## src/hw/rtl/irpq_pkg.sv

```systemverilog
// irpq_pkg: shared types, register indexes and reset values for the
// IR pulse pair qualifier. No dependencies.
package irpq_pkg;

   localparam int TIMER_BITS_DEF = 24;
   localparam int UNIT_BITS_DEF  = 16;

   localparam int CSR_INDEX_W = 3;
   localparam int CSR_DATA_W  = 24;

   typedef enum logic [CSR_INDEX_W-1:0] {
      CSR_PRESCALE    = 3'd0,
      CSR_WINDOW_LOW  = 3'd1,
      CSR_WINDOW_HIGH = 3'd2,
      CSR_NEEDED_HITS = 3'd3,
      CSR_TIMEOUT     = 3'd4
   } csr_index_type;

   localparam logic [15:0] PRESCALE_RST    = 16'd750;
   localparam logic [15:0] WINDOW_LOW_RST  = 16'd80;
   localparam logic [15:0] WINDOW_HIGH_RST = 16'd120;
   localparam logic [7:0]  NEEDED_HITS_RST = 8'd3;
   localparam logic [23:0] TIMEOUT_RST     = 24'd1500000;

   typedef struct packed {
      logic [15:0] prescale;
      logic [15:0] window_low;
      logic [15:0] window_high;
      logic [7:0]  needed_hits;
      logic [23:0] timeout_ticks;
   } cfg_type;

   typedef struct packed {
      logic        detected;
      logic [15:0] last_interval;
      logic [7:0]  hit_total;
   } result_type;

endpackage

```

## src/hw/rtl/irpq_csr.sv

```systemverilog
// irpq_csr: configuration register file, one write word per cycle.
// Depends on irpq_pkg.
module irpq_csr
   import irpq_pkg::*;
(
   input  logic                   clock,
   input  logic                   reset,
   input  logic                   csr_valid,
   output logic                   csr_ready,
   input  logic [CSR_INDEX_W-1:0] csr_index,
   input  logic [CSR_DATA_W-1:0]  csr_data,
   output cfg_type                cfg
);

   cfg_type cfg_ff;

   assign csr_ready = 1'b1;
   assign cfg       = cfg_ff;

   always_ff @(posedge clock) begin
      if (reset) begin
         cfg_ff.prescale      <= PRESCALE_RST;
         cfg_ff.window_low    <= WINDOW_LOW_RST;
         cfg_ff.window_high   <= WINDOW_HIGH_RST;
         cfg_ff.needed_hits   <= NEEDED_HITS_RST;
         cfg_ff.timeout_ticks <= TIMEOUT_RST;
      end else if (csr_valid) begin
         unique case (csr_index)
            CSR_PRESCALE:    cfg_ff.prescale      <= csr_data[15:0];
            CSR_WINDOW_LOW:  cfg_ff.window_low    <= csr_data[15:0];
            CSR_WINDOW_HIGH: cfg_ff.window_high   <= csr_data[15:0];
            CSR_NEEDED_HITS: cfg_ff.needed_hits   <= csr_data[7:0];
            CSR_TIMEOUT:     cfg_ff.timeout_ticks <= csr_data[23:0];
            default: ;  // unmapped index, write dropped
         endcase
      end
   end

endmodule

```

## src/hw/rtl/irpq_core.sv

```systemverilog
// irpq_core: qualifier state (pair phase, idle timer, interval counter,
// hit count, flag) updated once per accepted word. Depends on irpq_pkg.
module irpq_core
   import irpq_pkg::*;
#(
   parameter int TIMER_BITS = TIMER_BITS_DEF,
   parameter int UNIT_BITS  = UNIT_BITS_DEF
) (
   input  logic       clock,
   input  logic       reset,
   input  logic       accept,
   input  logic       kind,
   input  logic       both_seen,
   input  cfg_type    cfg,
   output result_type result
);

   localparam int LW = ((TIMER_BITS > 24) ? TIMER_BITS : 24) + 1;
   localparam int MW = (UNIT_BITS > 16) ? UNIT_BITS : 16;
   localparam logic [TIMER_BITS-1:0] TIMER_MAX = {TIMER_BITS{1'b1}};
   localparam logic [UNIT_BITS-1:0]  UNIT_MAX  = {UNIT_BITS{1'b1}};

   logic                  phase_ff, phase_in;
   logic [TIMER_BITS-1:0] idle_ff, idle_in;
   logic [15:0]           pcount_ff, pcount_in;
   logic [UNIT_BITS-1:0]  units_ff, units_in;
   logic [15:0]           meas_ff, meas_in;
   logic [7:0]            hits_ff, hits_in;
   logic                  flag_ff, flag_in;

   logic [LW-1:0] timeout_ext, limit_clamp, limit, idle_inc;
   logic          expire;
   logic [15:0]   pre;
   logic [16:0]   pcount_inc;
   logic [MW-1:0] units_ext;
   logic [15:0]   meas_new;
   logic          in_window;
   logic [7:0]    hits_new;

   always_comb begin
      timeout_ext = LW'(cfg.timeout_ticks);
      limit_clamp = (timeout_ext > LW'(TIMER_MAX)) ? LW'(TIMER_MAX) : timeout_ext;
      limit       = (limit_clamp == '0) ? LW'(1) : limit_clamp;
      idle_inc    = LW'(idle_ff) + LW'(1);
      expire      = (idle_inc >= limit);

      pre        = (cfg.prescale == 16'd0) ? 16'd1 : cfg.prescale;
      pcount_inc = {1'b0, pcount_ff} + 17'd1;

      units_ext = MW'(units_ff);
      meas_new  = (units_ext > MW'(16'hFFFF)) ? 16'hFFFF : units_ext[15:0];
      in_window = (meas_new > cfg.window_low) && (meas_new < cfg.window_high);
      if (!in_window)
         hits_new = 8'd0;
      else if (hits_ff != 8'hFF)
         hits_new = hits_ff + 8'd1;
      else
         hits_new = hits_ff;

      phase_in  = phase_ff;
      idle_in   = idle_ff;
      pcount_in = pcount_ff;
      units_in  = units_ff;
      meas_in   = meas_ff;
      hits_in   = hits_ff;
      flag_in   = flag_ff;

      if (accept) begin
         if (!kind) begin
            // clock tick
            if (expire) begin
               idle_in = '0;
               hits_in = 8'd0;
               flag_in = 1'b0;
            end else begin
               idle_in = idle_inc[TIMER_BITS-1:0];
            end
            if (phase_ff) begin
               if (pcount_inc >= {1'b0, pre}) begin
                  pcount_in = 16'd0;
                  if (units_ff != UNIT_MAX)
                     units_in = units_ff + UNIT_BITS'(1);
               end else begin
                  pcount_in = pcount_inc[15:0];
               end
            end
         end else begin
            // sensor event
            idle_in = '0;
            if (both_seen) begin
               if (!phase_ff) begin
                  phase_in  = 1'b1;
                  pcount_in = 16'd0;
                  units_in  = '0;
               end else begin
                  phase_in = 1'b0;
                  meas_in  = meas_new;
                  hits_in  = hits_new;
                  if (hits_new >= cfg.needed_hits)
                     flag_in = 1'b1;
               end
            end
         end
      end
   end

   always_ff @(posedge clock) begin
      if (reset) begin
         phase_ff  <= 1'b0;
         idle_ff   <= '0;
         pcount_ff <= 16'd0;
         units_ff  <= '0;
         meas_ff   <= 16'd0;
         hits_ff   <= 8'd0;
         flag_ff   <= 1'b0;
      end else begin
         phase_ff  <= phase_in;
         idle_ff   <= idle_in;
         pcount_ff <= pcount_in;
         units_ff  <= units_in;
         meas_ff   <= meas_in;
         hits_ff   <= hits_in;
         flag_ff   <= flag_in;
      end
   end

   // result reflects the state after this word's update
   assign result.detected      = flag_in;
   assign result.last_interval = meas_in;
   assign result.hit_total     = hits_in;

endmodule

```

## src/hw/rtl/irpq_out.sv

```systemverilog
// irpq_out: result register plus one skid entry between core and receiver.
// Depends on irpq_pkg.
module irpq_out
   import irpq_pkg::*;
(
   input  logic       clock,
   input  logic       reset,
   input  logic       push,
   input  result_type push_data,
   output logic       full,
   output logic       out_valid,
   input  logic       out_stall,
   output result_type out_data
);

   logic       valid_ff, skid_valid_ff;
   result_type data_ff, skid_data_ff;

   assign full      = skid_valid_ff;
   assign out_valid = valid_ff;
   assign out_data  = data_ff;

   always_ff @(posedge clock) begin
      if (reset) begin
         valid_ff      <= 1'b0;
         skid_valid_ff <= 1'b0;
      end else if (!valid_ff || !out_stall) begin
         if (skid_valid_ff) begin
            valid_ff      <= 1'b1;
            skid_valid_ff <= 1'b0;
         end else begin
            valid_ff <= push;
         end
      end else if (push) begin
         skid_valid_ff <= 1'b1;
      end
   end

   always_ff @(posedge clock) begin
      if (!valid_ff || !out_stall) begin
         data_ff <= skid_valid_ff ? skid_data_ff : push_data;
      end else if (push) begin
         skid_data_ff <= push_data;
      end
   end

endmodule

```

## src/hw/rtl/ir_pulse_pair_qualifier.sv

```systemverilog
// ir_pulse_pair_qualifier: top level, config registers, qualifier core and
// result buffer. Depends on irpq_pkg, irpq_csr, irpq_core, irpq_out.
//
// Usage:
//  - req channel: one word per clock tick (req_kind = 0) or sensor event
//    (req_kind = 1, req_both_seen set when both receivers fired). A word is
//    taken when req_valid is high and req_stall is low.
//  - rsp channel: exactly one result word per request word, in order:
//    detected flag, last measured pair interval, current hit count.
//  - csr channel: csr_valid/csr_ready write of csr_data into register
//    csr_index (0 prescale, 1 window low, 2 window high, 3 needed hits,
//    4 timeout). csr_ready is always high; write only while idle.
//  - Throughput: one word per cycle while req_stall is low, set by the core's
//    state update. The result is registered in the result or skid register.
//  - Receiver stall: the result register plus one skid entry absorb the
//    word in flight; req_stall rises only when both hold data.
//  - Reset (synchronous): clears all qualifier state and empties the
//    result buffer; registers return to their default values.
module ir_pulse_pair_qualifier
   import irpq_pkg::*;
#(
   parameter int TIMER_BITS = TIMER_BITS_DEF,
   parameter int UNIT_BITS  = UNIT_BITS_DEF
) (
   input  logic                   clock,
   input  logic                   reset,
   input  logic                   req_valid,
   output logic                   req_stall,
   input  logic                   req_kind,
   input  logic                   req_both_seen,
   output logic                   rsp_valid,
   input  logic                   rsp_stall,
   output logic                   rsp_detected,
   output logic [15:0]            rsp_last_interval,
   output logic [7:0]             rsp_hit_total,
   input  logic                   csr_valid,
   output logic                   csr_ready,
   input  logic [CSR_INDEX_W-1:0] csr_index,
   input  logic [CSR_DATA_W-1:0]  csr_data
);

   cfg_type    cfg;
   result_type core_result;
   result_type rsp_data;
   logic       accept;
   logic       buf_full;

   assign req_stall = buf_full;
   assign accept    = req_valid && !req_stall;

   irpq_csr u_csr (
      .clock     (clock),
      .reset     (reset),
      .csr_valid (csr_valid),
      .csr_ready (csr_ready),
      .csr_index (csr_index),
      .csr_data  (csr_data),
      .cfg       (cfg)
   );

   irpq_core #(
      .TIMER_BITS (TIMER_BITS),
      .UNIT_BITS  (UNIT_BITS)
   ) u_core (
      .clock     (clock),
      .reset     (reset),
      .accept    (accept),
      .kind      (req_kind),
      .both_seen (req_both_seen),
      .cfg       (cfg),
      .result    (core_result)
   );

   irpq_out u_out (
      .clock     (clock),
      .reset     (reset),
      .push      (accept),
      .push_data (core_result),
      .full      (buf_full),
      .out_valid (rsp_valid),
      .out_stall (rsp_stall),
      .out_data  (rsp_data)
   );

   assign rsp_detected      = rsp_data.detected;
   assign rsp_last_interval = rsp_data.last_interval;
   assign rsp_hit_total     = rsp_data.hit_total;

`ifndef SYNTHESIS
   // after an accepted word, a result is always valid on rsp next cycle
   a_accept_gives_rsp: assert property (@(posedge clock) disable iff (reset)
      accept |=> rsp_valid)
      else $error("accepted word did not produce a result");

   // skid entry only fills behind a held result
   a_stall_needs_rsp: assert property (@(posedge clock) disable iff (reset)
      req_stall |-> rsp_valid)
      else $error("request stalled with empty result register");

   // skid drains only when the receiver takes a word
   a_skid_drain: assert property (@(posedge clock) disable iff (reset)
      $fell(req_stall) |-> $past(rsp_valid && !rsp_stall))
      else $error("skid entry dropped without a result being taken");
`endif

endmodule

```

## config.mk

```make
export PLATFORM = sky130hd
export DESIGN_NAME = ir_pulse_pair_qualifier
export DESIGN_NICKNAME = d
export VERILOG_FILES = /design/src/hw/rtl/irpq_pkg.sv /design/src/hw/rtl/irpq_csr.sv /design/src/hw/rtl/irpq_core.sv /design/src/hw/rtl/irpq_out.sv /design/src/hw/rtl/ir_pulse_pair_qualifier.sv
export SDC_FILE = /design/constraint.sdc
export NUM_CORES = 1
export LEC_CHECK = 0
export BUFFER_PORTS_ARGS = -buffer_cell sky130_fd_sc_hd__buf_2
export CAP_MARGIN = 40
export CORE_UTILIZATION = 40
export DETAILED_ROUTE_END_ITERATION = 12
export PLACE_DENSITY = 0.66
export SLEW_MARGIN = 15
export SYNTH_ARGS = -nofsm -noshare
export SYNTH_HDL_FRONTEND = slang
export SYNTH_HIERARCHICAL = 1
export SYNTH_SLANG_ARGS = --single-unit
```

## constraint.sdc

```tcl
create_clock -name clock -period 5 [get_ports clock]
set_input_delay 1 -clock clock [delete_from_list [all_inputs] [get_ports clock]]
set_output_delay 1 -clock clock [all_outputs]
set_load 0.02 [all_outputs]
```

==> reports/results.txt, run 1 <==
Run status = complete, no violations
EDFF count, synth = 50
Seq/Total Area, Yosys = 40.6%
Total GRT Usage = 17.0%
R2R depth = 14
Worst Path Class, Setup = register to register
Ys async rst share = 0%
CTS Hold Buffers Added = 0
Fmax = 0.223 GHz
Fin. Hold Viols = 0
GR Overflow Total = 0
Rows = 62
R2r setup slk = 520 ps
Fin Setup TNS = 0 ps
Critical Path RT = 5420 ps
Reg-to-reg endpoint = u_core/idle_ff[13]$_SDFFE_PP0P_
Largest net degree at the start of global routing = 83
Post-Place Cells = 1621
Final nets = 1382
Die Y = 174 um
Initial core utilization = 40.9%
CP endpoint = u_core/idle_ff[13]$_SDFFE_PP0P_
Least-Margin Pin Slew = 886 ps
Pre-CTS setup slack = 587 ps
Min-delay worst type = register to register
Synth cell types = 74
Non-filler cells, final = 1667
Reg-to-reg startpoint = u_core/idle_ff[2]$_SDFFE_PP0P_
Postcts setup bufs = 0
Slew Limit Fails = 0
Tcrit/Tclk final = 89.6%
CTS clk-pin slew, worst paths = 60 ps
Synthesized area = 0.0118 mm2
Shortest period the worst path allows = 4480 ps
Area growth syn-to-layout = 12.7%
Commonest non-fill, non-tap cell in the layout = dfxtp_1
Detailed Route WL = 25600 um
Endpoints failing setup = 0
Synthesized netlist cell count = 1225
Leak Pwr = 5.68 nW
Dpl cell area = 0.0124 mm2
Placer Congestion = 0.857
Layout Utilization = 46.1%
Critical Path Source = u_core/idle_ff[2]$_SDFFE_PP0P_
Longest Clk Path Bufs = 3
CTS tree = done
CP max FO = 24
Port-buffer cells = 60
Detailed Routing Iterations Pass 1 = 5
Cell chain of the critical path = nand3_1, nor3_1, nand4_1, nor2_1, and3_1, xor2_1, ha_1, nand4_1, o21ai_0, o21bai_1, nand3_1, nor3_4, o21ai_0, a311oi_1
Max_slew headroom = 40.7%
Die extent in x = 174 um
Post-DRT Antenna Nets = 0
Most used DFF post-synth = dfxtp_1
Total number of vias = 8825
Design Area, Final = 0.0133 mm2
DP HPWL = 18600 um
Worst Slack Setup Final = 522 ps
Critical Path Max Stage Delay = 850 ps
Vias in the first global route = 8241
Clk_lat worst skew = 520 ps
Cts repair resizes = 0
Syn avg cell area = 9.62 um2
Initial DRC count = 563
DRC viols = 0
CP endpoint kind = register
DR WL/cell = 15.4 um
Synthesized Nets = 1342
Die area = 0.0302 mm2
H-tree level count = 1
Initial antenna violation count = 0
Most frequent cells in the layout = dfxtp_1, nand2_1, nand2b_1, ha_1, mux2i_1
Cell Pwr Density = 298 mW/mm2
Layout cell share with drive strength beyond 1 = 13.6%
TritonCTS Buffers = 24
CP max-delay cell = nor3_4
Ports = 62
Diodes inserted = 0
Unrepaired setup endpoints after global routing = false
Vias per cell = 5.29
Setup crit start kind = register
Syn. warnings = 6
Worst vdd ir = 0.261 mV
WP data arrival = 4900 ps
Core region area = 0.0289 mm2
Max Clock Skew = 12.7 ps
Clk sinks = 214
First-pass GRT wire length = 42300 um
Root Buffer = clkbuf_16
Synth Register Bits = 214
Max Cap Viol = 0
cell type report:
class / count / area [um2]
multi-input cells: 868 / 6380
fillers: 2763 / 15600
inverters: 81 / 304
clock buffers: 31 / 678
well taps: 384 / 480
flip-flops and latches: 214 / 4780
clock inverters: 13 / 198
repair buffers: 76 / 469
routing by layer:
layer	GRT usage (%)	wire (um)	up-vias
met5	0	0	-
met4	4.31	555	0
met3	2.92	1360	36
met2	26.4	11000	213
met1	24.3	12800	4143
li1	-	-	4433
cell families after synthesis:
group / synth area share, %
other: 0.0318
adder cells (fa/ha/maj): 8.81
XOR/XNOR: 2.75
flip-flops: 40.6
multiplexers: 11.2
buffers and inverters: 5.50
AO/OA/AOI/OAI: 10.6
AND/OR/NAND/NOR: 20.6
how the worst min path moves through the flow:
stage                                           from                    endpoint  slack, ps  depth (start not counted)
after floorplan           u_csr/cfg[32]$_SDFFE_PP0P_  u_csr/cfg[32]$_SDFFE_PP0P_        450                          2
after global placement    u_csr/cfg[51]$_SDFFE_PP0P_  u_csr/cfg[51]$_SDFFE_PP0P_        460                          2
after detailed placement  u_csr/cfg[51]$_SDFFE_PP0P_  u_csr/cfg[51]$_SDFFE_PP0P_        460                          2
after CTS                 u_csr/cfg[51]$_SDFFE_PP0P_  u_csr/cfg[51]$_SDFFE_PP0P_        470                          2
after global routing      u_csr/cfg[56]$_SDFFE_PP0P_  u_csr/cfg[56]$_SDFFE_PP0P_        490                          2
final                     u_csr/cfg[51]$_SDFFE_PP0P_  u_csr/cfg[51]$_SDFFE_PP0P_        470                          2
registers in the layout, summed over array words and instances, names as in the netlist:
| register | flops |
|---|---|
| u_out/out_data | 25 |
| u_out/full | 1 |
| u_core/flag_ff | 1 |
| u_core/meas_ff | 16 |
| u_core/idle_ff | 24 |
| u_csr/cfg | 80 |
| u_out/out_valid | 1 |
| u_core/pcount_ff | 16 |
| u_core/hits_ff | 8 |
| u_out/skid_data_ff | 25 |
| u_core/units_ext | 16 |
| u_core/phase_ff | 1 |
worst max-delay path, delay by kind of cell, from the launching register on:
family / cells / cell delay [ps]
AOI/OAI and AO/OA: 4 / 740
xor gates and xnor gates: 1 / 220
DFF: 1 / 410
and+or+nand+nor: 8 / 2730
adders and majority gates: 1 / 280
through the flow:
step / hold WS [ps] / total power (W)
6_report: 473 / 0.00397
5_1_grt: 492 / 0.00411
4_1_cts: 475 / 0.00402
3_5_place_dp: 462 / 0.00209
3_3_place_gp: 459 / 0.00208
2_1_floorplan: 448 / 0.00201
power breakdown:
part / internal, W / switching, W / leakage, nW / total, W
Clock: 0.00121 / 0.000701 / 0.424 / 0.00191
Combinational: 0.0000859 / 0.000151 / 3.42 / 0.000237
Sequential: 0.00180 / 0.0000168 / 1.84 / 0.00182
Total: 0.00310 / 0.000868 / 5.68 / 0.00397
cells in the mapped netlist (3+ instances only):
| library cell | count | area share, % |
|---|---|---|
| a21oi_1 | 58 | 2.5 |
| dfxtp_1 | 164 | 28 |
| nor2_1 | 74 | 2.4 |
| o31ai_1 | 12 | 0.76 |
| nor3_1 | 21 | 0.89 |
| mux2i_1 | 81 | 6.9 |
| a21o_1 | 17 | 1.1 |
| and3_1 | 17 | 0.90 |
| nand2b_1 | 83 | 4.4 |
| nor2b_1 | 5 | 0.27 |
| a32o_1 | 18 | 1.5 |
| ha_1 | 83 | 8.8 |
| xor2_1 | 17 | 1.3 |
| or4_1 | 13 | 0.83 |
| o21ai_0 | 28 | 1.2 |
| edfxtp_1 | 50 | 13 |
| a311oi_1 | 3 | 0.22 |
| buf_2 | 12 | 0.51 |
| and4_1 | 6 | 0.45 |
| mux2_2 | 20 | 1.9 |
| nand4_1 | 13 | 0.69 |
| o21bai_1 | 3 | 0.19 |
| mux2_4 | 19 | 2.4 |
| nor4_1 | 11 | 0.58 |
| inv_1 | 80 | 2.5 |
| o211ai_1 | 4 | 0.25 |
| or2_1 | 3 | 0.16 |
| buf_6 | 3 | 0.29 |
| clkbuf_1 | 32 | 1.0 |
| or3_1 | 13 | 0.69 |
| nand2_1 | 86 | 2.7 |
| nand3_1 | 60 | 2.5 |
| xnor2_1 | 20 | 1.5 |
| a31oi_1 | 11 | 0.58 |
| buf_4 | 11 | 0.70 |
| and2_1 | 25 | 1.3 |
Note: power is estimated with default switching activity, not from simulation.
==> run 2, diff against run 1 <==
--- a/config.mk
+++ b/config.mk
@@ -5,6 +5,7 @@
 export SDC_FILE = /design/constraint.sdc
 export NUM_CORES = 1
 export LEC_CHECK = 0
+export ABC_AREA = 1
 export BUFFER_PORTS_ARGS = -buffer_cell sky130_fd_sc_hd__buf_2
 export CAP_MARGIN = 40
 export CORE_UTILIZATION = 40
==> reports/results.txt, run 2 <==
Run status = complete, no violations
GR Overflow Total = 0
Placer Congestion = 0.907
Post-Synth Simple-Gate Area = 31.0%
Syn. warnings = 6
Tcrit/Tclk final = 73.0%
Non-filler cells, final = 2176
CP top delay family = simple AND/OR/NAND/NOR gates
Vias in the first global route = 10098
Initial antenna violation count = 0
Largest net degree at the start of global routing = 54
Post-DRT Antenna Nets = 0
Seq/Total Area, Yosys = 38.5%
Clk sinks = 214
Max Cap Viol = 0
Die Y = 178 um
Max_slew headroom = 50.8%
Most common cell on crit path = nand2_1
Synthesized area = 0.0124 mm2
Critical Path RT = 5480 ps
Most common cell in the netlist = nand2_1
Cell chain of the critical path = nand3_1, nor2_2, nand2_1, nor2_1, nand4_1, nor3_1, xnor2_1, clkinv_1, ha_1, nand2_1, nor2_1, nand2_1, nor2_1, nand3_1, nand4_1, nor2_8, nand3_4, nor2_4, nand2_1, a21oi_1
Commonest non-fill, non-tap cell in the layout = nand2_1
Largest cells by area after synthesis = dfxtp_1, nand2_1, edfxtp_1
DR WL/cell = 13.7 um
Worst vdd ir = 0.244 mV
Commonest cells post-synth = nand2_1, inv_1, nor2_1
Most used DFF post-synth = dfxtp_1
Cell Pwr Density = 293 mW/mm2
Shortest period the worst path allows = 3650 ps
Die extent in x = 178 um
Critical Path Max Stage Delay = 460 ps
Fillers = 3160
Rows = 64
R2R depth = 20
WP data arrival = 4130 ps
Largest register FFs = 80
Synth cell types = 43
Main combinational cell family by area after synthesis = simple AND/OR/NAND/NOR gates
CTS clk-pin slew, worst paths = 60 ps
Crit path depth = 20
Clk_lat worst skew = 550 ps
Port-buffer cells = 60
Post-Synth Adder-Cell Area = 8.35%
Fin. Hold Viols = 0
Synthesized Nets = 1842
Bufs and invs on worst path = 1
Total number of vias = 10792
Setup crit start kind = register
Diodes inserted = 0
CP max FO = 24
Longest Clk Path Bufs = 3
H-tree level count = 1
TritonCTS Buffers = 25
CTS Hold Buffers Added = 0
Most frequent cells in the layout = nand2_1, inv_1, nor2_1
Detailed Routing Iterations Pass 1 = 5
Synth Register Bits = 214
Hold Path Depth = 2
Max Clock Skew = 28.7 ps
Ports = 62
Initial core utilization = 40.6%
Synthesized netlist cell count = 1725
Total power = 0.00404 W
EDFF count, synth = 50
First-pass GRT wire length = 49800 um
Min-delay worst type = register to register
CP max-delay cell = nor2_4
Total GRT Usage = 19.3%
Core region area = 0.0306 mm2
Leak Pwr = 6.34 nW
CTS tree = done
Yosys top cell by area = dfxtp_1
Share of the synthesized area in the top cell type = 26.4%
Compound-cell area share of the yosys netlist = 7.93%
Final nets = 1880
Initial DRC count = 760
DP HPWL = 22000 um
Area growth syn-to-layout = 10.9%
Postcts setup bufs = 0
CP endpoint kind = register
Layout Utilization = 45.1%
Xor-xnor portion of the synthesized cell area = 3.24%
Hold Worst Slack = 470 ps
Cts repair resizes = 0
Root Buffer = clkbuf_16
Post-Place Cells = 2132
Slew Limit Fails = 0
Ys async rst share = 0%
Detailed Route WL = 29800 um
Unrepaired setup endpoints after global routing = false
DRC viols = 0
Worst Path Class, Setup = register to register
Vias per cell = 4.96
Fmax = 0.274 GHz
Least-Margin Pin Slew = 737 ps
Syn avg cell area = 7.21 um2
Endpoints failing setup = 0
Die area = 0.0318 mm2
Multiplexer share of the synthesized area = 0%
Layout cell share with drive strength beyond 1 = 9.83%
Fin Setup TNS = 0 ps
[run 2: routing by layer]
metal	routed length [um]	track usage (%)	part of all wire (%)
met1	14400	26.7	48
met5	0	0	0
met3	1610	2.60	5.4
met2	13000	31.3	44
met4	824	5.58	2.8
[run 2: cell type report]
cell class                      count  area [um2]  share of cell area [%]
Inverter                          266         998                    7.24
Tap cell                          396         495                    3.59
Timing Repair Buffer               70         395                    2.87
Clock inverter                      8         108                   0.780
Clock buffer                       36         717                    5.20
Sequential cell                   214        4790                    34.7
Multi-Input combinational cell   1186        6290                    45.6
[run 2: power by group]
group / switching, W / internal, W / total [W]
combinational: 0.000250 / 0.000107 / 0.000357
sequential: 0.0000257 / 0.00183 / 0.00185
clock: 0.000728 / 0.00110 / 0.00183
total: 0.00100 / 0.00303 / 0.00404
[run 2: worst reg2reg max path, delay by kind of cell (launching register included)]
family | cells | cell delay (ps)
AOI/OAI and AO/OA | 1 | 160
and+or+nand+nor | 16 | 2480
DFF | 1 | 400
adders and majority gates | 1 | 290
xor gates and xnor gates | 1 | 150
buffers and inverters | 1 | 100
[run 2: worst paths after layout]
check	start	endpoint	slack [ps]
worst min register to register	u_csr/cfg[15]$_SDFFE_PP1P_	u_csr/cfg[15]$_SDFFE_PP1P_	470
worst max-delay path	u_core/idle_ff[0]$_SDFFE_PP0P_	u_core/idle_ff[22]$_SDFFE_PP0P_	1350
worst min-delay path	u_csr/cfg[15]$_SDFFE_PP1P_	u_csr/cfg[15]$_SDFFE_PP1P_	470
worst max register to register	u_core/idle_ff[0]$_SDFFE_PP0P_	u_core/idle_ff[22]$_SDFFE_PP0P_	1350
[run 2: cells by family after synthesis]
kind of cell / after synthesis
and+or+nand+nor: 886
adders and majority gates: 83
other: 1
xor gates and xnor gates: 46
DFF: 214
AOI/OAI and AO/OA: 170
buffers and inverters: 325
[run 2: metrics by stage]
step                setup slack [ps]  cell area (um2)
floorplan                       1880            12400
global placement                1470            12900
detailed placement              1390            13000
CTS                             1370            13800
global route                     923            13800
finish                          1350            13800
